### src/hdl/fragrx_pkg.sv
package fragrx_pkg;

    localparam logic [7:0] PAYLOAD_MAX = 8'd250;

    localparam logic [2:0] TYPE_DATA = 3'd0;
    localparam logic [2:0] TYPE_ACK  = 3'd1;

    typedef enum logic [2:0] {
        ACT_IGNORE  = 3'd0,
        ACT_STORE   = 3'd1,
        ACT_REACK   = 3'd2,
        ACT_NACK    = 3'd3,
        ACT_ACKSEEN = 3'd4
    } action_t;

    typedef struct packed {
        logic        frame_ok;
        logic [2:0]  msg_type;
        logic [31:0] message_id;
        logic [7:0]  frag_seq;
        logic [7:0]  frag_total;
        logic [7:0]  payload_bytes;
        logic [47:0] sender_addr;
    } hdr_t;

    typedef struct packed {
        action_t     action;
        logic [47:0] reply_addr;
        logic [31:0] reply_msg_id;
        logic [7:0]  reply_seq;
        logic [7:0]  store_len;
        logic        new_session;
        logic        message_done;
    } res_t;

endpackage

### src/hdl/fragrx_hdr_if.sv
interface fragrx_hdr_if;
    logic        valid;
    logic        ready;
    logic        frame_ok;
    logic [2:0]  msg_type;
    logic [31:0] message_id;
    logic [7:0]  frag_seq;
    logic [7:0]  frag_total;
    logic [7:0]  payload_bytes;
    logic [47:0] sender_addr;

    modport source (
        output valid, frame_ok, msg_type, message_id, frag_seq, frag_total,
               payload_bytes, sender_addr,
        input  ready
    );

    modport sink (
        input  valid, frame_ok, msg_type, message_id, frag_seq, frag_total,
               payload_bytes, sender_addr,
        output ready
    );
endinterface

### src/hdl/fragrx_res_if.sv
interface fragrx_res_if;
    logic        valid;
    logic        ready;
    logic [2:0]  action;
    logic [47:0] reply_addr;
    logic [31:0] reply_msg_id;
    logic [7:0]  reply_seq;
    logic [7:0]  store_len;
    logic        new_session;
    logic        message_done;

    modport source (
        output valid, action, reply_addr, reply_msg_id, reply_seq, store_len,
               new_session, message_done,
        input  ready
    );

    modport sink (
        input  valid, action, reply_addr, reply_msg_id, reply_seq, store_len,
               new_session, message_done,
        output ready
    );
endinterface

### src/hdl/fragrx_in_stage.sv
module fragrx_in_stage (
    input  logic               clk,
    input  logic               rst_n,
    fragrx_hdr_if.sink         hdr,
    input  logic               advance,
    output logic               hdr_valid,
    output fragrx_pkg::hdr_t   hdr_word
);
    import fragrx_pkg::*;

    logic valid_reg;
    logic valid_next;
    hdr_t hdr_reg;
    logic take;

    assign hdr.ready  = !valid_reg || advance;
    assign take       = hdr.valid && hdr.ready;
    assign valid_next = take || (valid_reg && !advance);

    always_ff @(posedge clk or negedge rst_n)
    begin
        if (!rst_n)
        begin
            valid_reg <= 1'b0;
        end
        else
        begin
            valid_reg <= valid_next;
        end
    end

    always_ff @(posedge clk)
    begin
        if (take)
        begin
            hdr_reg.frame_ok      <= hdr.frame_ok;
            hdr_reg.msg_type      <= hdr.msg_type;
            hdr_reg.message_id    <= hdr.message_id;
            hdr_reg.frag_seq      <= hdr.frag_seq;
            hdr_reg.frag_total    <= hdr.frag_total;
            hdr_reg.payload_bytes <= hdr.payload_bytes;
            hdr_reg.sender_addr   <= hdr.sender_addr;
        end
    end

    assign hdr_valid = valid_reg;
    assign hdr_word  = hdr_reg;

endmodule

### src/hdl/fragrx_decide.sv
module fragrx_decide (
    input  logic               clk,
    input  logic               rst_n,
    input  logic               fire,
    input  fragrx_pkg::hdr_t   hdr,
    output fragrx_pkg::res_t   result
);
    import fragrx_pkg::*;

    logic [31:0] last_id_reg, last_id_next;
    logic [31:0] session_id_reg, session_id_next;
    logic        session_open_reg, session_open_next;
    logic [7:0]  expected_seq_reg, expected_seq_next;

    logic        is_data;
    logic [31:0] id_diff;
    logic        newer;
    logic        open_new;
    logic        go;
    logic [7:0]  exp_eff;
    logic        is_last;
    logic        do_store;

    always_comb
    begin
        is_data  = hdr.frame_ok && (hdr.msg_type == TYPE_DATA);
        // serial compare: newer when difference is nonzero with sign bit clear
        id_diff  = hdr.message_id - last_id_reg;
        newer    = (id_diff != 32'd0) && !id_diff[31];
        open_new = is_data && (hdr.frag_seq == 8'd0) && newer;
        go       = open_new
                   || (is_data && (hdr.frag_seq != 8'd0) && session_open_reg
                       && (hdr.message_id == session_id_reg));
        exp_eff  = open_new ? 8'd0 : expected_seq_reg;
        is_last  = ({1'b0, hdr.frag_seq} + 9'd1) == {1'b0, hdr.frag_total};
        do_store = go && (hdr.frag_seq == exp_eff);

        result              = '0;
        result.action       = ACT_IGNORE;
        result.new_session  = open_new;
        if (hdr.frame_ok && (hdr.msg_type == TYPE_ACK))
        begin
            result.action = ACT_ACKSEEN;
        end
        else if (go)
        begin
            result.reply_addr   = hdr.sender_addr;
            result.reply_msg_id = hdr.message_id;
            if (do_store)
            begin
                result.action       = ACT_STORE;
                result.reply_seq    = hdr.frag_seq;
                result.store_len    = (hdr.payload_bytes > PAYLOAD_MAX) ?
                                      PAYLOAD_MAX : hdr.payload_bytes;
                result.message_done = is_last;
            end
            else if (hdr.frag_seq > exp_eff)
            begin
                result.action    = ACT_NACK;
                result.reply_seq = exp_eff;
            end
            else
            begin
                result.action    = ACT_REACK;
                result.reply_seq = hdr.frag_seq;
            end
        end

        last_id_next      = last_id_reg;
        session_id_next   = session_id_reg;
        session_open_next = session_open_reg;
        expected_seq_next = exp_eff;
        if (open_new)
        begin
            last_id_next      = hdr.message_id;
            session_id_next   = hdr.message_id;
            session_open_next = 1'b1;
        end
        if (do_store)
        begin
            expected_seq_next = exp_eff + 8'd1;
            if (is_last)
            begin
                session_open_next = 1'b0;
            end
        end
    end

    always_ff @(posedge clk or negedge rst_n)
    begin
        if (!rst_n)
        begin
            last_id_reg      <= 32'd0;
            session_id_reg   <= 32'd0;
            session_open_reg <= 1'b0;
            expected_seq_reg <= 8'd0;
        end
        else if (fire)
        begin
            last_id_reg      <= last_id_next;
            session_id_reg   <= session_id_next;
            session_open_reg <= session_open_next;
            expected_seq_reg <= expected_seq_next;
        end
    end

`ifndef SYNTHESIS
    a_done_closes: assert property (@(posedge clk) disable iff (!rst_n)
        (fire && result.message_done) |=> !session_open_reg)
        else $error("session still open after last fragment");

    a_open_stores: assert property (@(posedge clk) disable iff (!rst_n)
        (fire && result.new_session) |-> (result.action == ACT_STORE))
        else $error("new session without storing first fragment");

    a_open_tracks_id: assert property (@(posedge clk) disable iff (!rst_n)
        (fire && result.new_session) |=>
            (last_id_reg == $past(hdr.message_id)) && (session_id_reg == last_id_reg))
        else $error("session id not taken from opening fragment");

    a_seq_hold: assert property (@(posedge clk) disable iff (!rst_n)
        !fire |=> $stable(expected_seq_reg) && $stable(session_open_reg))
        else $error("state changed without a word");
`endif

endmodule

### src/hdl/fragment_receiver_antireplay.sv
// Receive-side decision unit for a stop-and-wait fragment protocol with a
// replay window. Each header word gives exactly one result word: ignore,
// store and ack, re-ack stale, nack the expected sequence, or ack seen. A
// data fragment with sequence 0 opens a session only when its message id is
// newer than the last accepted id under a 32-bit wrap-around compare. The
// block takes one header word per cycle unless the result side stalls: a
// header is registered at accept, decided by short logic against the session
// registers, and the result is loaded into an output register when that
// register is empty or its word is being taken, and is valid from there.
// A stalled result stalls the input register behind it; there is no other
// back-pressure. The block is ready right after reset.
module fragment_receiver_antireplay (
    input  logic          clk,
    input  logic          rst_n,
    fragrx_hdr_if.sink    hdr,
    fragrx_res_if.source  res
);
    import fragrx_pkg::*;

    logic advance;
    logic hdr_valid;
    hdr_t hdr_word;
    logic fire;
    res_t result;

    logic out_valid_reg;
    logic out_valid_next;
    res_t res_reg;

    assign advance = res.ready || !out_valid_reg;
    assign fire    = hdr_valid && advance;

    fragrx_in_stage u_in_stage (
        .clk       (clk),
        .rst_n     (rst_n),
        .hdr       (hdr),
        .advance   (advance),
        .hdr_valid (hdr_valid),
        .hdr_word  (hdr_word)
    );

    fragrx_decide u_decide (
        .clk    (clk),
        .rst_n  (rst_n),
        .fire   (fire),
        .hdr    (hdr_word),
        .result (result)
    );

    assign out_valid_next = fire || (out_valid_reg && !res.ready);

    always_ff @(posedge clk or negedge rst_n)
    begin
        if (!rst_n)
        begin
            out_valid_reg <= 1'b0;
        end
        else
        begin
            out_valid_reg <= out_valid_next;
        end
    end

    always_ff @(posedge clk)
    begin
        if (fire)
        begin
            res_reg <= result;
        end
    end

    assign res.valid        = out_valid_reg;
    assign res.action       = res_reg.action;
    assign res.reply_addr   = res_reg.reply_addr;
    assign res.reply_msg_id = res_reg.reply_msg_id;
    assign res.reply_seq    = res_reg.reply_seq;
    assign res.store_len    = res_reg.store_len;
    assign res.new_session  = res_reg.new_session;
    assign res.message_done = res_reg.message_done;

endmodule

### src/flat_wrapper.sv
// flat-port wrapper written by rule: the top's interface ports become plain ports
module fragment_receiver_antireplay_flat import fragrx_pkg::*;
  (clk, rst_n, hdr_valid, hdr_frame_ok, hdr_msg_type, hdr_message_id, hdr_frag_seq, hdr_frag_total, hdr_payload_bytes, hdr_sender_addr, hdr_ready, res_valid, res_action, res_reply_addr, res_reply_msg_id, res_reply_seq, res_store_len, res_new_session, res_message_done, res_ready);
  fragrx_hdr_if hdr_i ();
  fragrx_res_if res_i ();
  input  logic clk;
  input  logic rst_n;
  input wire logic [$bits(hdr_i.valid)-1:0] hdr_valid;
  input wire logic [$bits(hdr_i.frame_ok)-1:0] hdr_frame_ok;
  input wire logic [$bits(hdr_i.msg_type)-1:0] hdr_msg_type;
  input wire logic [$bits(hdr_i.message_id)-1:0] hdr_message_id;
  input wire logic [$bits(hdr_i.frag_seq)-1:0] hdr_frag_seq;
  input wire logic [$bits(hdr_i.frag_total)-1:0] hdr_frag_total;
  input wire logic [$bits(hdr_i.payload_bytes)-1:0] hdr_payload_bytes;
  input wire logic [$bits(hdr_i.sender_addr)-1:0] hdr_sender_addr;
  output wire logic [$bits(hdr_i.ready)-1:0] hdr_ready;
  output wire logic [$bits(res_i.valid)-1:0] res_valid;
  output wire logic [$bits(res_i.action)-1:0] res_action;
  output wire logic [$bits(res_i.reply_addr)-1:0] res_reply_addr;
  output wire logic [$bits(res_i.reply_msg_id)-1:0] res_reply_msg_id;
  output wire logic [$bits(res_i.reply_seq)-1:0] res_reply_seq;
  output wire logic [$bits(res_i.store_len)-1:0] res_store_len;
  output wire logic [$bits(res_i.new_session)-1:0] res_new_session;
  output wire logic [$bits(res_i.message_done)-1:0] res_message_done;
  input wire logic [$bits(res_i.ready)-1:0] res_ready;
  assign hdr_i.valid = hdr_valid;
  assign hdr_i.frame_ok = hdr_frame_ok;
  assign hdr_i.msg_type = hdr_msg_type;
  assign hdr_i.message_id = hdr_message_id;
  assign hdr_i.frag_seq = hdr_frag_seq;
  assign hdr_i.frag_total = hdr_frag_total;
  assign hdr_i.payload_bytes = hdr_payload_bytes;
  assign hdr_i.sender_addr = hdr_sender_addr;
  assign hdr_ready = hdr_i.ready;
  assign res_valid = res_i.valid;
  assign res_action = res_i.action;
  assign res_reply_addr = res_i.reply_addr;
  assign res_reply_msg_id = res_i.reply_msg_id;
  assign res_reply_seq = res_i.reply_seq;
  assign res_store_len = res_i.store_len;
  assign res_new_session = res_i.new_session;
  assign res_message_done = res_i.message_done;
  assign res_i.ready = res_ready;
  fragment_receiver_antireplay u_core (.clk(clk), .rst_n(rst_n), .hdr(hdr_i), .res(res_i));
endmodule
### config.mk
export PLATFORM = sky130hd
export DESIGN_NAME = fragment_receiver_antireplay_flat
export DESIGN_NICKNAME = d
export VERILOG_FILES = /design/src/hdl/fragrx_pkg.sv /design/src/hdl/fragrx_hdr_if.sv /design/src/hdl/fragrx_res_if.sv /design/src/hdl/fragrx_in_stage.sv /design/src/hdl/fragrx_decide.sv /design/src/hdl/fragment_receiver_antireplay.sv /design/src/flat_wrapper.sv
export SDC_FILE = /design/constraint.sdc
export NUM_CORES = 1
export LEC_CHECK = 0
export BUFFER_PORTS_ARGS = -buffer_cell sky130_fd_sc_hd__buf_2
export CAP_MARGIN = 10
export CORE_MARGIN = 5
export CORE_UTILIZATION = 49
export CTS_BUF_LIST = sky130_fd_sc_hd__clkbuf_8
export DETAILED_ROUTE_END_ITERATION = 8
export PLACE_DENSITY = 0.82
export RECOVER_POWER = 50
export SYNTH_ARGS = -nofsm -noshare
export SYNTH_HDL_FRONTEND = slang
export SYNTH_SLANG_ARGS = --single-unit
export TNS_END_PERCENT = 30
### constraint.sdc
create_clock -name clk -period 6.6 [get_ports clk]
set_clock_uncertainty 0.05 [all_clocks]
set_input_delay 0.33 -clock clk [delete_from_list [all_inputs] [get_ports clk]]
set_output_delay 0.33 -clock clk [all_outputs]
set_load 0.01 [all_outputs]
* Word-level counts from Yosys, hierarchy flattened
Cells that the tools add are included.
** Storage, ports and cells
- Bits in registers :: 252
- Input bits :: 112
- Output and inout bits :: 103
- Word-level logic and storage cells :: 77
** Cells by class
- Add/sub/neg operators :: 3
- $lt $le $gt $ge :: 2
- Equal/unequal tests :: 4
- Mux-type cells :: 12
- Bitwise logic cells :: 2
- Reduce and logical (&&, ||, !) cells :: 32
** Operator list (number)
- 2-to-1 mux 99 bit :: 1
- 2-to-1 mux 8 bit :: 6
- == test 32 bit :: 1
- nonzero test 32 bit :: 1
- subtractor 32 bit :: 1
- logical AND 1 bit :: 13
- adder 8 x 1 -> 9 bit (second input constant) :: 1
- == test 9 x 8 -> 1 bit :: 1
- adder 8 x 1 -> 8 bit (second input constant) :: 1
- == test 8 bit :: 1
- greater-than comparator 8 bit :: 1
- greater-than comparator 8 bit (second input constant) :: 1
- zero test 8 bit :: 1
- nonzero test 8 bit :: 1
- OR reduction 3 bit :: 2
- zero test 1 bit :: 5
- logical OR 1 bit :: 5
- 2-to-1 mux 1 bit :: 4
- OR reduction 4 bit :: 1
- == test 3 x 1 -> 1 bit (second input constant) :: 1
- zero test 3 bit :: 1
- 2-to-1 mux 3 bit :: 1
- inverter 1 bit :: 2
- AND reduction 2 bit :: 1
- OR reduction 2 bit :: 1

* Depth between registers and ports, before layout
- Word-level depth :: 9
- Mapped depth :: 29

* By module
Synthesis repeated with hierarchy kept, for this count alone.
** Second synthesis, totals
- Cell total of the unflattened synthesis :: 944
- Area total of the unflattened synthesis :: 11951.5 µm²
** Modules (own cells, without submodules)
- fragrx_decide :: instances 1, cells each 727, area each 5567.8 µm²
- fragrx_in_stage :: instances 1, cells each 112, area each 3296.9 µm²
- fragment_receiver_antireplay :: instances 1, cells each 105, area each 3086.7 µm²

* Worst setup path before layout
Ideal clock, no wire load.
- Kind :: register to register
- Start point :: reg u_core.u_in_stage.hdr_reg, in the netlist u_core.u_in_stage.hdr_word[72]
- End point :: reg u_core.res_reg, in the netlist u_core.res.reply_seq[1] (data pin)
- Arrival :: 5387 ps
- Required time :: 6293 ps
- Path slack :: 906 ps
- Cell stages (with the launch flop) :: 28
- Buffers on the path :: 2
- Cell sequence :: edfxtp_1 > inv_1 > ha_1 > inv_1 > fa_1 > a21oi_1 > o221a_2 > o21ai_0 > xor2_1 > or4_4 > nor4_4 > nand4_1 > o31ai_4 > buf_2 > nand2_1 > ha_1 > nor2b_1 > o21a_1 > o21a_1 > o21a_1 > o21a_1 > o21ai_0 > nand2b_1 > a21oi_1 > nor2_1 > and2_1 > buf_1 > a32o_1
** Between the ends
- Word-level cells in the longest chain between the ends :: 8
- Elaborated cells between the ends (all ways) :: 16
- Classes of those cells :: add/sub: 1; order compare: 1; eq/ne: 2; mux: 3; bitwise: 1; reduce/logical: 8
** Ends and longest elaborated chain
- start, declared :: RTL line fragrx_in_stage.sv:13 : hdr_t hdr_reg;
- subtractor 32 bit :: RTL line fragrx_decide.sv:28 : id_diff = hdr.message_id - last_id_reg;
- nonzero test 32 bit or zero test 1 bit (tied branches) :: RTL line fragrx_decide.sv:29 : newer = (id_diff != 32'd0) && !id_diff[31];
- logical AND 1 bit :: RTL line fragrx_decide.sv:29
- logical AND 1 bit :: RTL line fragrx_decide.sv:30 : open_new = is_data && (hdr.frag_seq == 8'd0) && newer;
- 2-to-1 mux 8 bit :: RTL line fragrx_decide.sv:34 : exp_eff = open_new ? 8'd0 : expected_seq_reg;
- greater-than comparator 8 bit or == test 8 bit (tied branches) :: RTL line fragrx_decide.sv:57, fragrx_decide.sv:36
- 2-to-1 mux 8 bit or logical AND 1 bit (tied branches) :: RTL line fragrx_decide.sv:57, fragrx_decide.sv:36
- 2-to-1 mux 8 bit :: RTL line fragrx_decide.sv:49 : if (do_store)
- end signal, assigned :: RTL line fragment_receiver_antireplay.sv:68 : res_reg <= result;
- end, declared :: RTL line fragment_receiver_antireplay.sv:28 : res_t res_reg;
Parallel ways exist; a longest one is shown, timed or not.
A chain may end at the register's enable or synchronous reset.

* Worst setup path in the final report
- Start point :: reg u_core.u_decide.session_id_reg[0]
- End point :: reg u_core.res_reg, in the netlist u_core.res.reply_seq[2] (data pin)
** Between the ends
- Word-level cells in the longest chain between the ends :: 8
- Elaborated cells between the ends (all ways) :: 16
- Classes of those cells :: add/sub: 1; order compare: 1; eq/ne: 2; mux: 3; bitwise: 1; reduce/logical: 8
** Ends and longest elaborated chain
- start, declared :: RTL line fragrx_decide.sv:11 : logic [31:0] session_id_reg, session_id_next;
- start signal, assigned :: RTL line fragrx_decide.sv:101 : session_id_reg <= session_id_next;
- subtractor 32 bit
- nonzero test 32 bit or zero test 1 bit (tied branches)
- logical AND 1 bit (2 in a row)
- 2-to-1 mux 8 bit
- greater-than comparator 8 bit or == test 8 bit (tied branches)
- 2-to-1 mux 8 bit or logical AND 1 bit (tied branches)
- 2-to-1 mux 8 bit :: RTL line fragrx_decide.sv:49
Parallel ways exist; a longest one is shown, timed or not.

==> impl_metrics.json <==
{
  "grt_first_pass_wirelength_mm": 47.72,
  "drive_above_1_share_pct": 16.26,
  "rows": 57,
  "seq_area_frac_synth_pct": 61.70,
  "num_vias": 8723,
  "setup_viol": 0,
  "syn-cell-area_um2": 11920,
  "dr.pass1.iters": 5,
  "irDropWorstVdd_mv": 0.1314,
  "synth_edf_count": 209,
  "r2r_setup_slack_ns": 0.47,
  "numCtsBuffers": 41,
  "io_pins": 215,
  "fin_cells": 1629,
  "overflow": 0,
  "post_cts_buffers": 0,
  "die_y_um": 165.9,
  "cap_violations": 3,
  "routed_via_density": 5.355,
  "crit_type": "reg2reg",
  "final_common_cell": "edfxtp_1",
  "cts_tree": "yes",
  "post-route-util_pct": 62.49,
  "finalMaxSlewViolations": 113,
  "drt_iter0_drc": 633,
  "synth_top_family_by_area": "simple AND/OR/NAND/NOR gates",
  "hold_class": "in2reg",
  "cts.htree.levels": 2,
  "cpMostUsedCell": "o21a_1",
  "crit_arrival_ns": 6.50,
  "coreArea_um2": 24110,
  "power_w": 0.003624,
  "grt_max_degree": 77,
  "fmax_mhz": 163.2,
  "clkSinkCount": 252,
  "drcViolationCount": 0,
  "root_buffer": "clkbuf_8",
  "synth_cells": 937,
  "finalCritPeriodShare_pct": 92.84,
  "syn_to_final_growth_pct": 26.42,
  "yosysWarnings": 0,
  "wl_mm": 29.79,
  "grt_util_all_layers_pct": 21.21,
  "worst-path-buf-inv": 1,
  "die-area_um2": 27540,
  "synthFlopType": "edfxtp_1",
  "max_slew_margin_pct": -65.80,
  "synthMuxAreaShare_pct": 3.812,
  "wire_per_inst_um": 18.29,
  "path_max_fanout": 11,
  "synth_xor_area_share_pct": 1.691,
  "final_cell_mix": "edfxtp_1 (209), clkbuf_1 (114), dlygate4sd3_1 (110)",
  "cts_buffer_depth": 3,
  "synth_compound_area_share_pct": 9.251,
  "gp_congestion": 0.8798,
  "cp_slowest_cell": "or4_1",
  "syn_area_per_cell_um2": 12.72,
  "start_util_pct": 49.43,
  "dp_cells": 1444,
  "finalNetCount": 1428,
  "whs_path_depth": 3,
  "rsz0062_at_grt": "no",
  "finalCriticalPeriod_ns": 6.127,
  "worstHoldStart": "res_ready",
  "holdWs_ns": 0.06814,
  "async_reset_ff_share_pct": 17.06,
  "largest_reg_flops": 108,
  "violations": "capacitance limit, slew limit",
  "crit-reg2reg-launch": "u_core.u_decide.session_id_reg[0]",
  "holdPathEnd": "u_core.res.valid",
  "yosys.area_share.simple_pct": 15.55,
  "p_leak_nw": 5.784,
  "outcome": "finished with violations",
  "die_x_um": 165.9,
  "end_kind": "flip-flop",
  "synthAdderAreaFrac_pct": 4.578,
  "ant_nets": 0,
  "dp_hpwl_mm": 19.50,
  "fin_tns_setup_ns": 0,
  "io_buffers": 214,
  "grt_pass1_vias": 8910,
  "cp-start-kind": "flip-flop",
  "ys_ff_latch": 252,
  "r2r-end": "u_core.res.reply_seq[2]",
  "worst_pin_slew_ns": 2.487,
  "clock_latency_ns": 0.56,
  "final_hold_viol_count": 0,
  "clk_pin_slew_ns": 0.06,
  "antenna_found_initial": 1,
  "crit_path_max_incr_delay_ns": 0.53,
  "synth_cell_type_count": 79,
  "path_delay_family": "compound AO/OA/AOI/OAI gates",
  "ff2ff_path_depth": 25,
  "power.density_nw_per_um2": 240.6,
  "required_ns": 6.97,
  "synth_nets": 1092
}
-- routing by layer --
layer	share of wire (%)	vias to the layer above	GRT usage, %
met3	6.3	58	3.904
li1	-	4139	-
met1	42	4186	27.73
met2	49	340	36.13
met4	2.7	0	6.707
met5	0	-	0
-- timing repair --
action	in CTS	in global routing
gates resized for setup	0	0
hold endpoints to repair	152	0
hold buffers	110	0
-- report_power, final --
part           internal [W]  switching [W]
Sequential          0.00182      0.0000372
Combinational      0.000163       0.000225
Clock              0.000750       0.000625
Total               0.00274       0.000887
-- metrics by stage --
step | worst slack [ns] | cell area [µm²]
2_1_floorplan | 0.9059 | 11920
5_1_grt | 0.003415 | 15060
3_5_place_dp | 0.5471 | 13270
6_report | 0.4726 | 15060
4_1_cts | 0.5151 | 15210
3_3_place_gp | 0.6924 | 13270
-- kinds of logic after synthesis --
family | Yosys count
simple gates | 330
fa+ha+maj | 43
xor+xnor | 23
mux | 36
flops | 252
buf+inv | 97
compound gates | 156
-- synthesized netlist by cell type (18+ instances only) --
cell | number | share of area (%)
edfxtp_1 | 209 | 53
nand2_1 | 56 | 1.8
o21ai_0 | 29 | 1.2
nor2b_1 | 86 | 4.5
a21oi_1 | 39 | 1.6
nor3_1 | 22 | 0.92
nor2_1 | 42 | 1.3
nand3_1 | 30 | 1.3
clkbuf_1 | 18 | 0.57
inv_1 | 59 | 1.9
mux2_2 | 19 | 1.8
dfrtp_1 | 43 | 9.0
ha_1 | 42 | 4.4
-- how the worst max path moves through the flow --
stage	start	end	cells after the start	slack (ns)
after floorplan	u_core.u_in_stage.hdr_word[72]	u_core.res.reply_seq[1]	27	0.91
after global placement	u_core.u_decide.session_id_reg[0]	u_core.res.reply_seq[1]	25	0.69
after detailed placement	u_core.u_decide.session_id_reg[0]	u_core.res.reply_seq[3]	25	0.55
after CTS	u_core.u_decide.session_id_reg[0]	u_core.res.reply_seq[1]	25	0.52
after global routing	u_core.u_in_stage.hdr_word[72]	u_core.res.reply_seq[0]	26	0.003
final	u_core.u_decide.session_id_reg[0]	u_core.res.reply_seq[2]	25	0.47
-- final cells by class --
| type | instances | area (µm²) |
|---|---|---|
| fillers | 1899 | 9042 |
| flip-flops and latches | 252 | 7352 |
| multi-input cells | 588 | 4164 |
| repair buffers | 331 | 2081 |
| clock buffers | 45 | 619.3 |
| well taps | 324 | 405.4 |
| inverters | 59 | 222.7 |
| clock inverters | 29 | 216.5 |
| diodes | 1 | 2.502 |
-- worst min-delay path: cells and delay by family --
kind,cells,cell delay (ns)
AND/OR/NAND/NOR,2,0.18
buffers and inverters,1,0.08
Power figures use the tool's default switching activity.
